### config.mk
export PLATFORM = sky130hd
export DESIGN_NAME = avcc_to_annexb_converter_flat
export DESIGN_NICKNAME = d
export VERILOG_FILES = /design/src/rtl/a2b_pkg.sv /design/src/rtl/a2b_in_if.sv /design/src/rtl/a2b_out_if.sv /design/src/rtl/a2b_parser.sv /design/src/rtl/a2b_serializer.sv /design/src/rtl/avcc_to_annexb_converter.sv /design/src/flat_wrapper.sv
export SDC_FILE = /design/constraint.sdc
export NUM_CORES = 1
export LEC_CHECK = 0
export BUFFER_PORTS_ARGS = -buffer_cell sky130_fd_sc_hd__buf_2
export CORE_ASPECT_RATIO = 0.8
export CORE_MARGIN = 1
export CORE_UTILIZATION = 60
export DETAILED_ROUTE_END_ITERATION = 8
export GPL_TIMING_DRIVEN = 0
export PLACE_DENSITY = 0.85
export SETUP_SLACK_MARGIN = 0.5
export SYNTH_ARGS = -nofsm -noshare
export SYNTH_HDL_FRONTEND = slang
export SYNTH_SLANG_ARGS = --single-unit
### constraint.sdc
create_clock -name clk -period 5.2 [get_ports clk]
set_clock_uncertainty 0.2 [all_clocks]
set_input_delay 0 -clock clk [delete_from_list [all_inputs] [get_ports clk]]
set_output_delay 0 -clock clk [all_outputs]
set_load 0.01 [all_outputs]
### src/rtl/a2b_pkg.sv
// ----------------------------------------------------------------------------
// a2b_pkg
// Shared types and constants for the AVCC to Annex B byte stream converter.
// ----------------------------------------------------------------------------
package a2b_pkg;

	// Parser phase, one-hot
	typedef enum logic [6:0] {
		PH_SKIP     = 7'b000_0001,
		PH_LEN      = 7'b000_0010,
		PH_UNIT     = 7'b000_0100,
		PH_PPS_CNT  = 7'b000_1000,
		PH_DONE     = 7'b001_0000,
		PH_LEN_PPS  = 7'b010_0000,
		PH_UNIT_PPS = 7'b100_0000
	} phase_t;

	// Tag body constants
	localparam logic [7:0]  KEYFRAME_TAG    = 8'h17;
	localparam logic [3:0]  HDR_PREFIX_LAST = 4'd4;   // last byte of the 5-byte prefix
	localparam logic [3:0]  SPS_COUNT_OFS   = 4'd10;  // offset of the SPS count byte
	localparam logic [3:0]  OFFSET_MAX      = 4'd15;
	localparam logic [31:0] NAL_SYNC        = 32'h0000_0001;

	// Results of one input byte: an optional copied byte, then an optional start code
	typedef struct packed {
		logic       has_data;
		logic       has_start;
		logic [7:0] data;
		logic       keyframe;
		logic       truncated;
	} run_t;

	// Byte k (0..3) of the start code
	function automatic logic [7:0] start_byte(input logic [1:0] k);
		logic [7:0] b;
		case (k)
			2'd0:    b = NAL_SYNC[31:24];
			2'd1:    b = NAL_SYNC[23:16];
			2'd2:    b = NAL_SYNC[15:8];
			default: b = NAL_SYNC[7:0];
		endcase
		return b;
	endfunction

endpackage

### src/rtl/a2b_in_if.sv
// ----------------------------------------------------------------------------
// a2b_in_if
// Valid/ready channel carrying one video tag body byte per transaction.
// ----------------------------------------------------------------------------
interface a2b_in_if;
	logic       valid;
	logic       ready;
	logic [7:0] body_byte;
	logic       first_of_packet;
	logic       last_of_packet;

	modport source (output valid, body_byte, first_of_packet, last_of_packet, input ready);
	modport sink   (input valid, body_byte, first_of_packet, last_of_packet, output ready);
endinterface

### src/rtl/a2b_out_if.sv
// ----------------------------------------------------------------------------
// a2b_out_if
// Valid/ready channel carrying one Annex B stream byte per transaction.
// ----------------------------------------------------------------------------
interface a2b_out_if;
	logic       valid;
	logic       ready;
	logic [7:0] out_byte;
	logic       last_of_run;
	logic       keyframe;
	logic       truncated;

	modport source (output valid, out_byte, last_of_run, keyframe, truncated, input ready);
	modport sink   (input valid, out_byte, last_of_run, keyframe, truncated, output ready);
endinterface

### src/rtl/a2b_parser.sv
// ----------------------------------------------------------------------------
// a2b_parser
// Tag body parser: tracks header/NAL framing and decides, per byte, which
// bytes go to the output stream.
// ----------------------------------------------------------------------------
module a2b_parser
	import a2b_pkg::*;
(
	input  logic      clk,
	input  logic      arst_n,
	a2b_in_if.sink    body,
	input  logic      run_free,
	output logic      run_load,
	output run_t      run_next
);

	logic        header_seen_q;
	phase_t      phase_q;
	logic [3:0]  byte_offset_q;
	logic [4:0]  sets_left_q;
	logic [31:0] length_accum_q;
	logic [1:0]  length_bytes_seen_q;
	logic [31:0] unit_bytes_left_q;
	logic        key_flag_q;

	logic        hs;
	phase_t      ph;
	logic [3:0]  off;
	logic [4:0]  sl;
	logic [31:0] acc;
	logic [1:0]  lbs;
	logic [31:0] ubl;
	logic        kf;
	logic        in_prog;
	logic        unit_done;
	logic        emit_data;
	logic        emit_start;
	logic        trunc;
	logic        fire;

	assign body.ready = run_free;
	assign fire       = body.valid && run_free;

	// Next state and results for the byte on the channel
	always_comb begin
		hs         = header_seen_q;
		ph         = phase_q;
		off        = byte_offset_q;
		sl         = sets_left_q;
		acc        = length_accum_q;
		lbs        = length_bytes_seen_q;
		ubl        = unit_bytes_left_q;
		kf         = key_flag_q;
		unit_done  = 1'b0;
		emit_data  = 1'b0;
		emit_start = 1'b0;
		trunc      = 1'b0;
		in_prog    = !(phase_q == PH_SKIP && byte_offset_q == '0);

		// new packet; a packet in progress counts as the header if it was one
		if (body.first_of_packet) begin
			if (in_prog) hs = 1'b1;
			ph  = PH_SKIP;
			off = '0;
			acc = '0;
			lbs = '0;
			ubl = '0;
		end

		unique case (ph) inside
			PH_SKIP: begin
				if (off == '0) begin
					kf = (body.body_byte == KEYFRAME_TAG);
					if (!hs) emit_start = 1'b1;
				end
				if (hs && off == HDR_PREFIX_LAST) begin
					ph  = PH_LEN;
					acc = '0;
					lbs = '0;
				end else if (!hs && off == SPS_COUNT_OFS) begin
					sl = body.body_byte[4:0];
					if (sl == '0) begin
						ph = PH_PPS_CNT;
					end else begin
						ph  = PH_LEN;
						acc = '0;
						lbs = '0;
					end
				end
			end
			PH_LEN, PH_LEN_PPS: begin
				acc = {acc[23:0], body.body_byte};
				if (lbs == (hs ? 2'd3 : 2'd1)) begin
					ubl = acc;
					lbs = '0;
					ph  = (ph == PH_LEN) ? PH_UNIT : PH_UNIT_PPS;
					if (ubl == '0) unit_done = 1'b1;
				end else begin
					lbs = lbs + 2'd1;
				end
			end
			PH_UNIT, PH_UNIT_PPS: begin
				emit_data = 1'b1;
				ubl       = ubl - 32'd1;
				if (ubl == '0) unit_done = 1'b1;
			end
			PH_PPS_CNT: begin
				sl = body.body_byte[4:0];
				if (sl == '0) begin
					ph = PH_DONE;
				end else begin
					ph  = PH_LEN_PPS;
					acc = '0;
					lbs = '0;
				end
			end
			default: ;
		endcase

		// unit fully copied: start code, then next length, next list or done
		if (unit_done) begin
			emit_start = 1'b1;
			if (ph == PH_UNIT && hs) begin
				ph  = PH_LEN;
				acc = '0;
				lbs = '0;
			end else if (ph == PH_UNIT) begin
				sl = sl - 5'd1;
				if (sl == '0) begin
					ph = PH_PPS_CNT;
				end else begin
					ph  = PH_LEN;
					acc = '0;
					lbs = '0;
				end
			end else begin
				sl = sl - 5'd1;
				if (sl == '0) begin
					ph = PH_DONE;
				end else begin
					ph  = PH_LEN_PPS;
					acc = '0;
					lbs = '0;
				end
			end
		end

		if (off < OFFSET_MAX) off = off + 4'd1;

		// end of packet; close an open unit with a start code
		if (body.last_of_packet) begin
			if (ph == PH_UNIT || ph == PH_UNIT_PPS) begin
				emit_start = 1'b1;
				trunc      = 1'b1;
			end
			hs  = 1'b1;
			ph  = PH_SKIP;
			off = '0;
			acc = '0;
			lbs = '0;
			ubl = '0;
		end
	end

	assign run_next.has_data  = emit_data;
	assign run_next.has_start = emit_start;
	assign run_next.data      = body.body_byte;
	assign run_next.keyframe  = kf;
	assign run_next.truncated = trunc;
	assign run_load           = fire && (emit_data || emit_start);

	// Parser state
	always_ff @(posedge clk or negedge arst_n) begin
		if (!arst_n) begin
			header_seen_q       <= 1'b0;
			phase_q             <= PH_SKIP;
			byte_offset_q       <= '0;
			sets_left_q         <= '0;
			length_accum_q      <= '0;
			length_bytes_seen_q <= '0;
			unit_bytes_left_q   <= '0;
			key_flag_q          <= 1'b0;
		end else if (fire) begin
			header_seen_q       <= hs;
			phase_q             <= ph;
			byte_offset_q       <= off;
			sets_left_q         <= sl;
			length_accum_q      <= acc;
			length_bytes_seen_q <= lbs;
			unit_bytes_left_q   <= ubl;
			key_flag_q          <= kf;
		end
	end

endmodule

### src/rtl/a2b_serializer.sv
// ----------------------------------------------------------------------------
// a2b_serializer
// Holds the results of one input byte and sends them out one per transaction.
// ----------------------------------------------------------------------------
module a2b_serializer
	import a2b_pkg::*;
(
	input  logic      clk,
	input  logic      arst_n,
	input  logic      run_load,
	input  run_t      run_next,
	output logic      run_free,
	a2b_out_if.source annexb
);

	run_t       run_s1;
	logic       run_valid_s1;
	logic [2:0] idx_q;
	logic [2:0] count;
	logic [2:0] start_pos;
	logic       is_last;
	logic       out_fire;

	// results in this run: optional data byte, then four start code bytes if has_start
	assign count     = {run_s1.has_start, 2'b00} + {2'b00, run_s1.has_data};
	assign is_last   = (idx_q == count - 3'd1);
	assign start_pos = idx_q - {2'b00, run_s1.has_data};
	assign out_fire  = annexb.valid && annexb.ready;

	assign annexb.valid       = run_valid_s1;
	assign annexb.out_byte    = (run_s1.has_data && idx_q == '0) ? run_s1.data
	                                                           : start_byte(start_pos[1:0]);
	assign annexb.last_of_run = is_last;
	assign annexb.keyframe    = run_s1.keyframe;
	assign annexb.truncated   = run_s1.truncated;

	// free now, or freed by the last byte leaving this cycle
	assign run_free = !run_valid_s1 || (annexb.ready && is_last);

	always_ff @(posedge clk or negedge arst_n) begin
		if (!arst_n) begin
			run_valid_s1 <= 1'b0;
			idx_q        <= '0;
		end else if (run_load) begin
			run_valid_s1 <= 1'b1;
			idx_q        <= '0;
		end else if (out_fire) begin
			if (is_last) run_valid_s1 <= 1'b0;
			idx_q <= is_last ? 3'd0 : idx_q + 3'd1;
		end
	end

	// Run payload
	always_ff @(posedge clk) begin
		if (run_load) run_s1 <= run_next;
	end

endmodule

### src/rtl/avcc_to_annexb_converter.sv
// ----------------------------------------------------------------------------
// avcc_to_annexb_converter
// Converts H.264 video tag bodies in AVCC form into an Annex B byte stream.
// ----------------------------------------------------------------------------
// Usage:
//   body   : input channel, one tag body byte per transaction, with marks for
//            the first and last byte of each body.
//   annexb : output channel, one Annex B byte per transaction; last_of_run
//            marks the final byte produced by one body byte.
//   The first body after reset is taken as the decoder configuration record;
//   its parameter sets are copied, each preceded/followed by a start code.
//   Later bodies carry 4-byte length-prefixed NAL units.
// Timing:
//   Results of a body byte appear in the cycle after it is taken; one giving
//   no output or a single byte does not hold off the next one while the
//   receiver is ready. One adding a start code holds the output until all its
//   bytes leave, and the next body byte is taken in the cycle the last leaves.
//   The single result register between parser and output sets this.
// Reset: arst_n clears all framing state; the next body is the header again.
// Stall: when the receiver deasserts ready the result register holds and the
//   input is held off once it is still occupied.
// ----------------------------------------------------------------------------
module avcc_to_annexb_converter
	import a2b_pkg::*;
(
	input  logic      clk,
	input  logic      arst_n,
	a2b_in_if.sink    body,
	a2b_out_if.source annexb
);

	logic run_free;
	logic run_load;
	run_t run_next;

	a2b_parser u_parser (
		.clk      (clk),
		.arst_n   (arst_n),
		.body     (body),
		.run_free (run_free),
		.run_load (run_load),
		.run_next (run_next)
	);

	a2b_serializer u_serializer (
		.clk      (clk),
		.arst_n   (arst_n),
		.run_load (run_load),
		.run_next (run_next),
		.run_free (run_free),
		.annexb   (annexb)
	);

endmodule
### src/flat_wrapper.sv
// flat-port wrapper written by rule: the top's interface ports become plain ports
module avcc_to_annexb_converter_flat import a2b_pkg::*;
  (clk, arst_n, body_valid, body_body_byte, body_first_of_packet, body_last_of_packet, body_ready, annexb_valid, annexb_out_byte, annexb_last_of_run, annexb_keyframe, annexb_truncated, annexb_ready);
  a2b_in_if body_i ();
  a2b_out_if annexb_i ();
  input  logic clk;
  input  logic arst_n;
  input wire logic [$bits(body_i.valid)-1:0] body_valid;
  input wire logic [$bits(body_i.body_byte)-1:0] body_body_byte;
  input wire logic [$bits(body_i.first_of_packet)-1:0] body_first_of_packet;
  input wire logic [$bits(body_i.last_of_packet)-1:0] body_last_of_packet;
  output wire logic [$bits(body_i.ready)-1:0] body_ready;
  output wire logic [$bits(annexb_i.valid)-1:0] annexb_valid;
  output wire logic [$bits(annexb_i.out_byte)-1:0] annexb_out_byte;
  output wire logic [$bits(annexb_i.last_of_run)-1:0] annexb_last_of_run;
  output wire logic [$bits(annexb_i.keyframe)-1:0] annexb_keyframe;
  output wire logic [$bits(annexb_i.truncated)-1:0] annexb_truncated;
  input wire logic [$bits(annexb_i.ready)-1:0] annexb_ready;
  assign body_i.valid = body_valid;
  assign body_i.body_byte = body_body_byte;
  assign body_i.first_of_packet = body_first_of_packet;
  assign body_i.last_of_packet = body_last_of_packet;
  assign body_ready = body_i.ready;
  assign annexb_valid = annexb_i.valid;
  assign annexb_out_byte = annexb_i.out_byte;
  assign annexb_last_of_run = annexb_i.last_of_run;
  assign annexb_keyframe = annexb_i.keyframe;
  assign annexb_truncated = annexb_i.truncated;
  assign annexb_i.ready = annexb_ready;
  avcc_to_annexb_converter u_core (.clk(clk), .arst_n(arst_n), .body(body_i), .annexb(annexb_i));
endmodule
After elaboration in Yosys (flattened, before gate mapping)
Cells that the tools add are included.
{ "totals": {"ff_bits": 100, "memories": 0, "wordCells": 140, "output_inout_bits": 13, "mem_bits_rw": 0, "latch_bits": 0, "romBits": 0, "inputBits": 14} }
{ "classes": {"n_lt_le_gt_ge": 1, "shifts": 0, "n_reduce_logical": 28, "addsub": 8, "n_mux": 71, "eq_ne": 17, "div_mod_pow": 0, "n_bitwise": 0, "mul": 0} }
{ "op_table": {"columns": ["operator", "count"], "rows": [
  ["$mux 32", 11],
  ["$pmux 32 s3", 1],
  ["$logic_not 32->1", 2],
  ["$pmux 32 s2", 1],
  ["$mux 7", 9],
  ["$sub 32x1->32 const B", 1],
  ["$eq 7x3->1 const B", 3],
  ["$pmux 7 s3", 1],
  ["$mux 1", 20],
  ["$mux 2", 10],
  ["$mux 4", 5],
  ["$mux 5", 4],
  ["$eq 7x1->1 const B", 2],
  ["$eq 7x7->1 const B", 2],
  ["$mux 6", 2],
  ["$logic_not 5->1", 2],
  ["$pmux 5 s2", 1],
  ["$logic_and 1x1->1", 9],
  ["$mux 3", 3],
  ["$eq 8x5->1 const B", 1],
  ["$logic_not 4->1", 2],
  ["$mux 8", 1],
  ["$eq 7x2->1 const B", 1],
  ["$eq 7x4->1 const B", 1],
  ["other kinds (25)", 30]
]} }

Depth between registers and ports, before layout
{ "depth": {"depth_word": 23, "mapped_depth": 23, "mapped_depth_nobuf": 18} }

Modules after synthesis
Synthesis repeated with hierarchy kept, for this count alone.
{ "unflattened": {"hier_cells": 732, "hier_area_um2": 6223.5} }
{ "by_module_without_submodules": {"columns": ["module", "cells_each", "area_each_um2", "instances"], "rows": [
  ["a2b_parser", 680, 5529.1, 1],
  ["a2b_serializer", 52, 694.4, 1]
]} }

Worst setup path before layout
No wires, ideal clock.
{ "synth_path": {"kind": "input-to-reg", "startpoint": "input port body_first_of_packet", "endpoint": "register u_core.u_serializer.run_s1, in the netlist u_core.u_serializer.annexb.keyframe, enable pin", "setup_ps": 378, "path_stages": 15, "arrival_ps": 4127, "path_slack_ps": 495, "required_ps": 4622, "path_buffers": 4, "path_cell_list": "buf_2 > inv_1 > buf_1 > clkbuf_1 > nand2_1 > ha_1 > buf_2 > or4b_1 > a2111oi_0 > or4b_1 > xnor2_1 > or4_4 > nor4b_4 > nor2_1 > a31oi_2"} }
{ "synth_between": {"elab_chain_cells": 18, "word_cells_on_any_way": 58, "cone_classes": "add/sub (2); eq/ne (12); mux (31); reduce/logical (13)"} }
{ "synth_lines": {"columns": ["item", "line_no", "text"], "rows": [
  ["from (decl)", "flat_wrapper.sv:10", "input wire logic [$bits(body_i.first_of_packet)-1:0] body_first_of_packet;"],
  ["$mux 4 or $mux 1 (tied branches)", "a2b_parser.sv:61", "if (body.first_of_packet) begin"],
  ["$eq 4x4->1 or $logic_not 1->1 (tied branches)", "a2b_parser.sv:80", "end else if (!hs && off == SPS_COUNT_OFS) begin"],
  ["$logic_and 1x1->1", "a2b_parser.sv:80", null],
  ["$mux 5", "a2b_parser.sv:80", null],
  ["$mux 5", "a2b_parser.sv:76", "if (hs && off == HDR_PREFIX_LAST) begin"],
  ["$pmux 5 s2", "a2b_parser.sv:70", "unique case (ph) inside"],
  ["$sub 5x1->5", "a2b_parser.sv:128, a2b_parser.sv:137", null],
  ["$logic_not 5->1", "a2b_parser.sv:129, a2b_parser.sv:138", null],
  ["(+3 left out)", null, null],
  ["$mux 7", "a2b_parser.sv:121", "if (unit_done) begin"],
  ["$eq 7x3->1 or $eq 7x7->1 (tied branches)", "a2b_parser.sv:152", "if (ph == PH_UNIT || ph == PH_UNIT_PPS) begin"],
  ["$logic_or 1x1->1", "a2b_parser.sv:152", null],
  ["$mux 1", "a2b_parser.sv:152", null],
  ["$mux 1", "a2b_parser.sv:151", "if (body.last_of_packet) begin"],
  ["$logic_or 1x1->1 *", "a2b_parser.sv:170", "assign run_load = fire && (emit_data || emit_start);"],
  ["$logic_and 1x1->1 *", "a2b_parser.sv:170", null],
  ["via u_core.run_load", "avcc_to_annexb_converter.sv:33", "logic run_load;"],
  ["to (signal assigned)", "a2b_serializer.sv:55", "if (run_load) run_s1 <= run_next;"],
  ["to (decl)", "a2b_serializer.sv:16", "run_t run_s1;"]
]} }
The timed path passes the listed nets; every way through them passes the cells marked *.
A chain may end at the register's enable or synchronous reset.

Final worst setup path
{ "layout_path": {"startpoint": "register u_core.u_parser.header_seen_q", "endpoint": "register u_core.u_parser.unit_bytes_left_q[6]"} }
{ "layout_between": {"elab_chain_cells": 7} }
{ "layout_lines": {"columns": ["item", "line_no", "text"], "rows": [
  ["from (decl)", "a2b_parser.sv:17", "logic header_seen_q;"],
  ["from (signal assigned)", "a2b_parser.sv:184", "header_seen_q <= hs;"],
  ["$mux 1", "a2b_parser.sv:62", "if (in_prog) hs = 1'b1;"],
  ["$mux 1 *", "a2b_parser.sv:61", null],
  ["$mux 2 *", "a2b_parser.sv:93", "if (lbs == (hs ? 2'd3 : 2'd1)) begin"],
  ["$eq 2x2->1 *", "a2b_parser.sv:93", null],
  ["$mux 32 *", "a2b_parser.sv:93", null],
  ["$pmux 32 s2 *", "a2b_parser.sv:70", null],
  ["$mux 32 *", "a2b_parser.sv:151", null],
  ["to (signal assigned)", "a2b_parser.sv:190", "unit_bytes_left_q <= ubl;"],
  ["to (decl)", "a2b_parser.sv:23", "logic [31:0] unit_bytes_left_q;"]
]} }
Every way passes the cells marked *; elsewhere a longest branch is shown, timed or not.

==> impl_metrics.yaml <==
routing:
  viasPerCell: 7.21
  drt_iter0_drc: 1304
  wire_per_inst_microns: 25.4
  wl_mm: 24.5
  detail-route-antenna-nets: 0
  dr_total_vias: 6948
  dr.pass1.iters: 7
  drc: 0
synthesis:
  ys.warnings.count: 0
  synth-edff-count: 12
  ys.flop_type: "dfrtp_1"
  ys_async_sr_fraction: 0.870
  avgSynthCellArea_sq_um: 8.26
  netlist_area_sq_um: 6280
  netlist_top_cells_area: "dfrtp_1 31%, nand2_1 6.6%, edfxtp_1 5.7%"
  synth_seq_area_share: 0.377
  synth_cell_type_count: 81
  yosys.area.top_type_share: 0.315
  synth_area_leader_cell: "dfrtp_1"
  ys_ff_latch: 92
  syn-num-nets: 784
  synth_cells: 760
critical_path:
  arrival_ns: 4.70
  worst_setup_path_start_kind: "register"
  r2r_start: "u_core.u_parser.header_seen_q"
  rrSetupSlack_ns: 0.51
  crit_required_ns: 5.21
  slowest_stage: "a2111oi_2"
  worstSetupPathType: "reg2reg"
  cp_cell_sequence: "xor2_1 > nor3_1 > nand3_1 > a221o_1 > a2111oi_2 > buf_4 > o21ai_1 > clkbuf_1 > nand2_1 > o21ai_0"
  r2r_end: "u_core.u_parser.unit_bytes_left_q[6]"
  crit_path_start: "u_core.u_parser.header_seen_q"
  critPathMaxFanout: 10
  crit_path_end_kind: "register"
  path_depth: 10
  ff2ff_path_depth: 10
  path_buf_inv: 2
  critPathTopFamily: "compound AO/OA/AOI/OAI gates"
  critPathMaxStageDelay_ns: 0.72
finish:
  num_antenna_cells: 0
  drive_gt1_frac: 0.129
  layout_commonest_cell: "nand2_1"
  multi_input_area_sq_um: 3640
  mostFrequentLayoutCells: "110 x nand2_1, 78 x dfrtp_1, 60 x o21ai_0"
  register_area_sq_um: 2360
  area_growth_pct: 15.8
  final_nets: 843
  fillers: 801
  stdcell_area_sq_um: 7270
timing:
  rsz0062_at_grt: "false"
  hold_violations: 0
  finalSetupViolCount: 0
  final.period_utilization: 0.902
  timing.final.ws_setup_ns: 0.512
  period_needed_ns: 4.69
  maxSlewHeadroom: 0.137
  slew_violations: 0
  fmax_mhz: 213
  worst_pin_slew_ns: 1.29
global_routing:
  grt_max_degree: 48
  grt_usage: 0.462
  grt_overflow: 0
  grt_pass1_wl_mm: 36.4
  grt_antenna_before_repair: 0
  grt_pass1_vias: 6328
run:
  cap_violations: 0
placement:
  post_dp_cell_area_sq_um: 6630
  io_buffers: 24
  gp_congestion: 1.02
  dp_hpwl_mm: 16.8
  place_ws_ns: -1.45
clocking:
  cts_sinks: 92
  clkTransAtPathRegs_ns: 0.07
  root_buffer: "clkbuf_16"
  htree_levels: 3
  cts_buffer_depth: 2
  clock_latency_ns: 0.36
  cts_tree: "yes"
  cts_made_buffers: 9
floorplan:
  core_sq_um: 10200
  start_util: 0.616
  io-pin-count: 27
  fp.dieH_microns: 93.5
  die_w_microns: 116
  die_area_sq_um: 10900
  std_cell_rows: 33
power:
  irDropWorstVdd_v: 0.000195
  power_per_cell_area_nw_per_um2: 277
  p_total_w: 0.00202
  p_leak_nw: 3.03
outcome:
  outcome: "completed"
hold_path:
  hold_class: "in2async"
==> synth_stat cells (all sizes together), types with 10 or more instances <==
cell and number:
xnor2 15, nor4 19, nor2 53, nand3 14, a21oi 31, and2 11
nand4 10, a22oi 16, buf 14, dfrtp 79, nor2b 15, ha 10
clkbuf 34, o21ai 85, nor3 32, inv 41, nand2 111, edfxtp 12
==> per-layer routing <==
layer / track usage / vias to the layer above / part of all wire / wire length (microns)
met5: 0 / - / 0 / 0
met2: 0.658 / 666 / 0.42 / 10400
met1: 0.641 / 3268 / 0.38 / 9300
met4: 0.176 / 0 / 0.040 / 972
met3: 0.157 / 123 / 0.16 / 3810
li1: - / 2891 / - / -
==> logic make-up (layout without fill, tap and decap cells) <==
group                    after synthesis  in the layout  share of synthesized area
XOR/XNOR                              21             21                     0.0293
multiplexers                           9              9                     0.0148
AO/OA/AOI/OAI                        216            216                      0.228
buffers and inverters                 89            153                     0.0584
AND/OR/NAND/NOR                      323            323                      0.273
adder cells (fa/ha/maj)               10             10                     0.0199
flip-flops                            92             92                      0.377
==> sequential cells by signal, indices dropped and copies added, names as in the netlist <==
signal	flops
u_core.u_parser.unit_bytes_left_q	32
u_core.u_parser.length_accum_q	24
u_core.u_serializer.run_s1	10
u_core.u_parser.phase_q	7
u_core.u_parser.sets_left_q	5
u_core.u_parser.byte_offset_q	4
u_core.u_serializer.idx_q	3
u_core.u_parser.length_bytes_seen_q	2
u_core.u_parser.header_seen_q	1
u_core.u_parser.key_flag_q	1
u_core.u_serializer.annexb.keyframe	1
u_core.u_serializer.annexb.truncated	1
u_core.u_serializer.annexb.valid	1
==> power by group <==
group / internal (W) / total, W / switching (W)
logic: 0.000161 / 0.000476 / 0.000316
clock network: 0.000424 / 0.000736 / 0.000312
registers: 0.000762 / 0.000803 / 0.0000408
total: 0.00135 / 0.00202 / 0.000668
==> repair_timing <==
item,4_1_cts,5_1_grt
endpoints found under the hold margin,114,0
gates resized for setup,13,18
cloned,0,0
pin swaps,1,4
buffers inserted,2,7
hold buffers,13,0
setup endpoints to repair,75,46
==> cell type report <==
class                      count  share of cell area
timing repair buffer          48              0.0520
inverter                      41              0.0217
buffer                        48              0.0319
sequential                    92               0.325
multi-input combinational    579               0.501
clock inverter                 6              0.0122
tap                          140              0.0241
clock buffer                  10              0.0315
==> worst max path at each step <==
stage	end	slack, ns
5_1_grt	u_core.u_serializer.run_s1[11]	0.49
3_3_place_gp	u_core.u_parser.length_accum_q[5]	-1.34
4_1_cts	u_core.u_serializer.run_s1[4]	0.50
2_1_floorplan	u_core.u_parser.length_accum_q[15]	0.62
3_5_place_dp	u_core.u_parser.length_accum_q[8]	-1.45
6_report	u_core.u_parser.unit_bytes_left_q[6]	0.51
==> metrics by stage <==
stage          cells  utilization  hold WS (ns)  TNS (ns)
2_1_floorplan    760            -        -0.496         0
3_3_place_gp     924        0.645      -0.00509    -87.60
3_5_place_dp     926        0.650        -0.207    -53.83
4_1_cts          957        0.702        0.0281         0
5_1_grt          964        0.713        0.0699         0
6_report         964        0.713        0.0640         0
No activity file was read; power rests on OpenSTA's default activity.
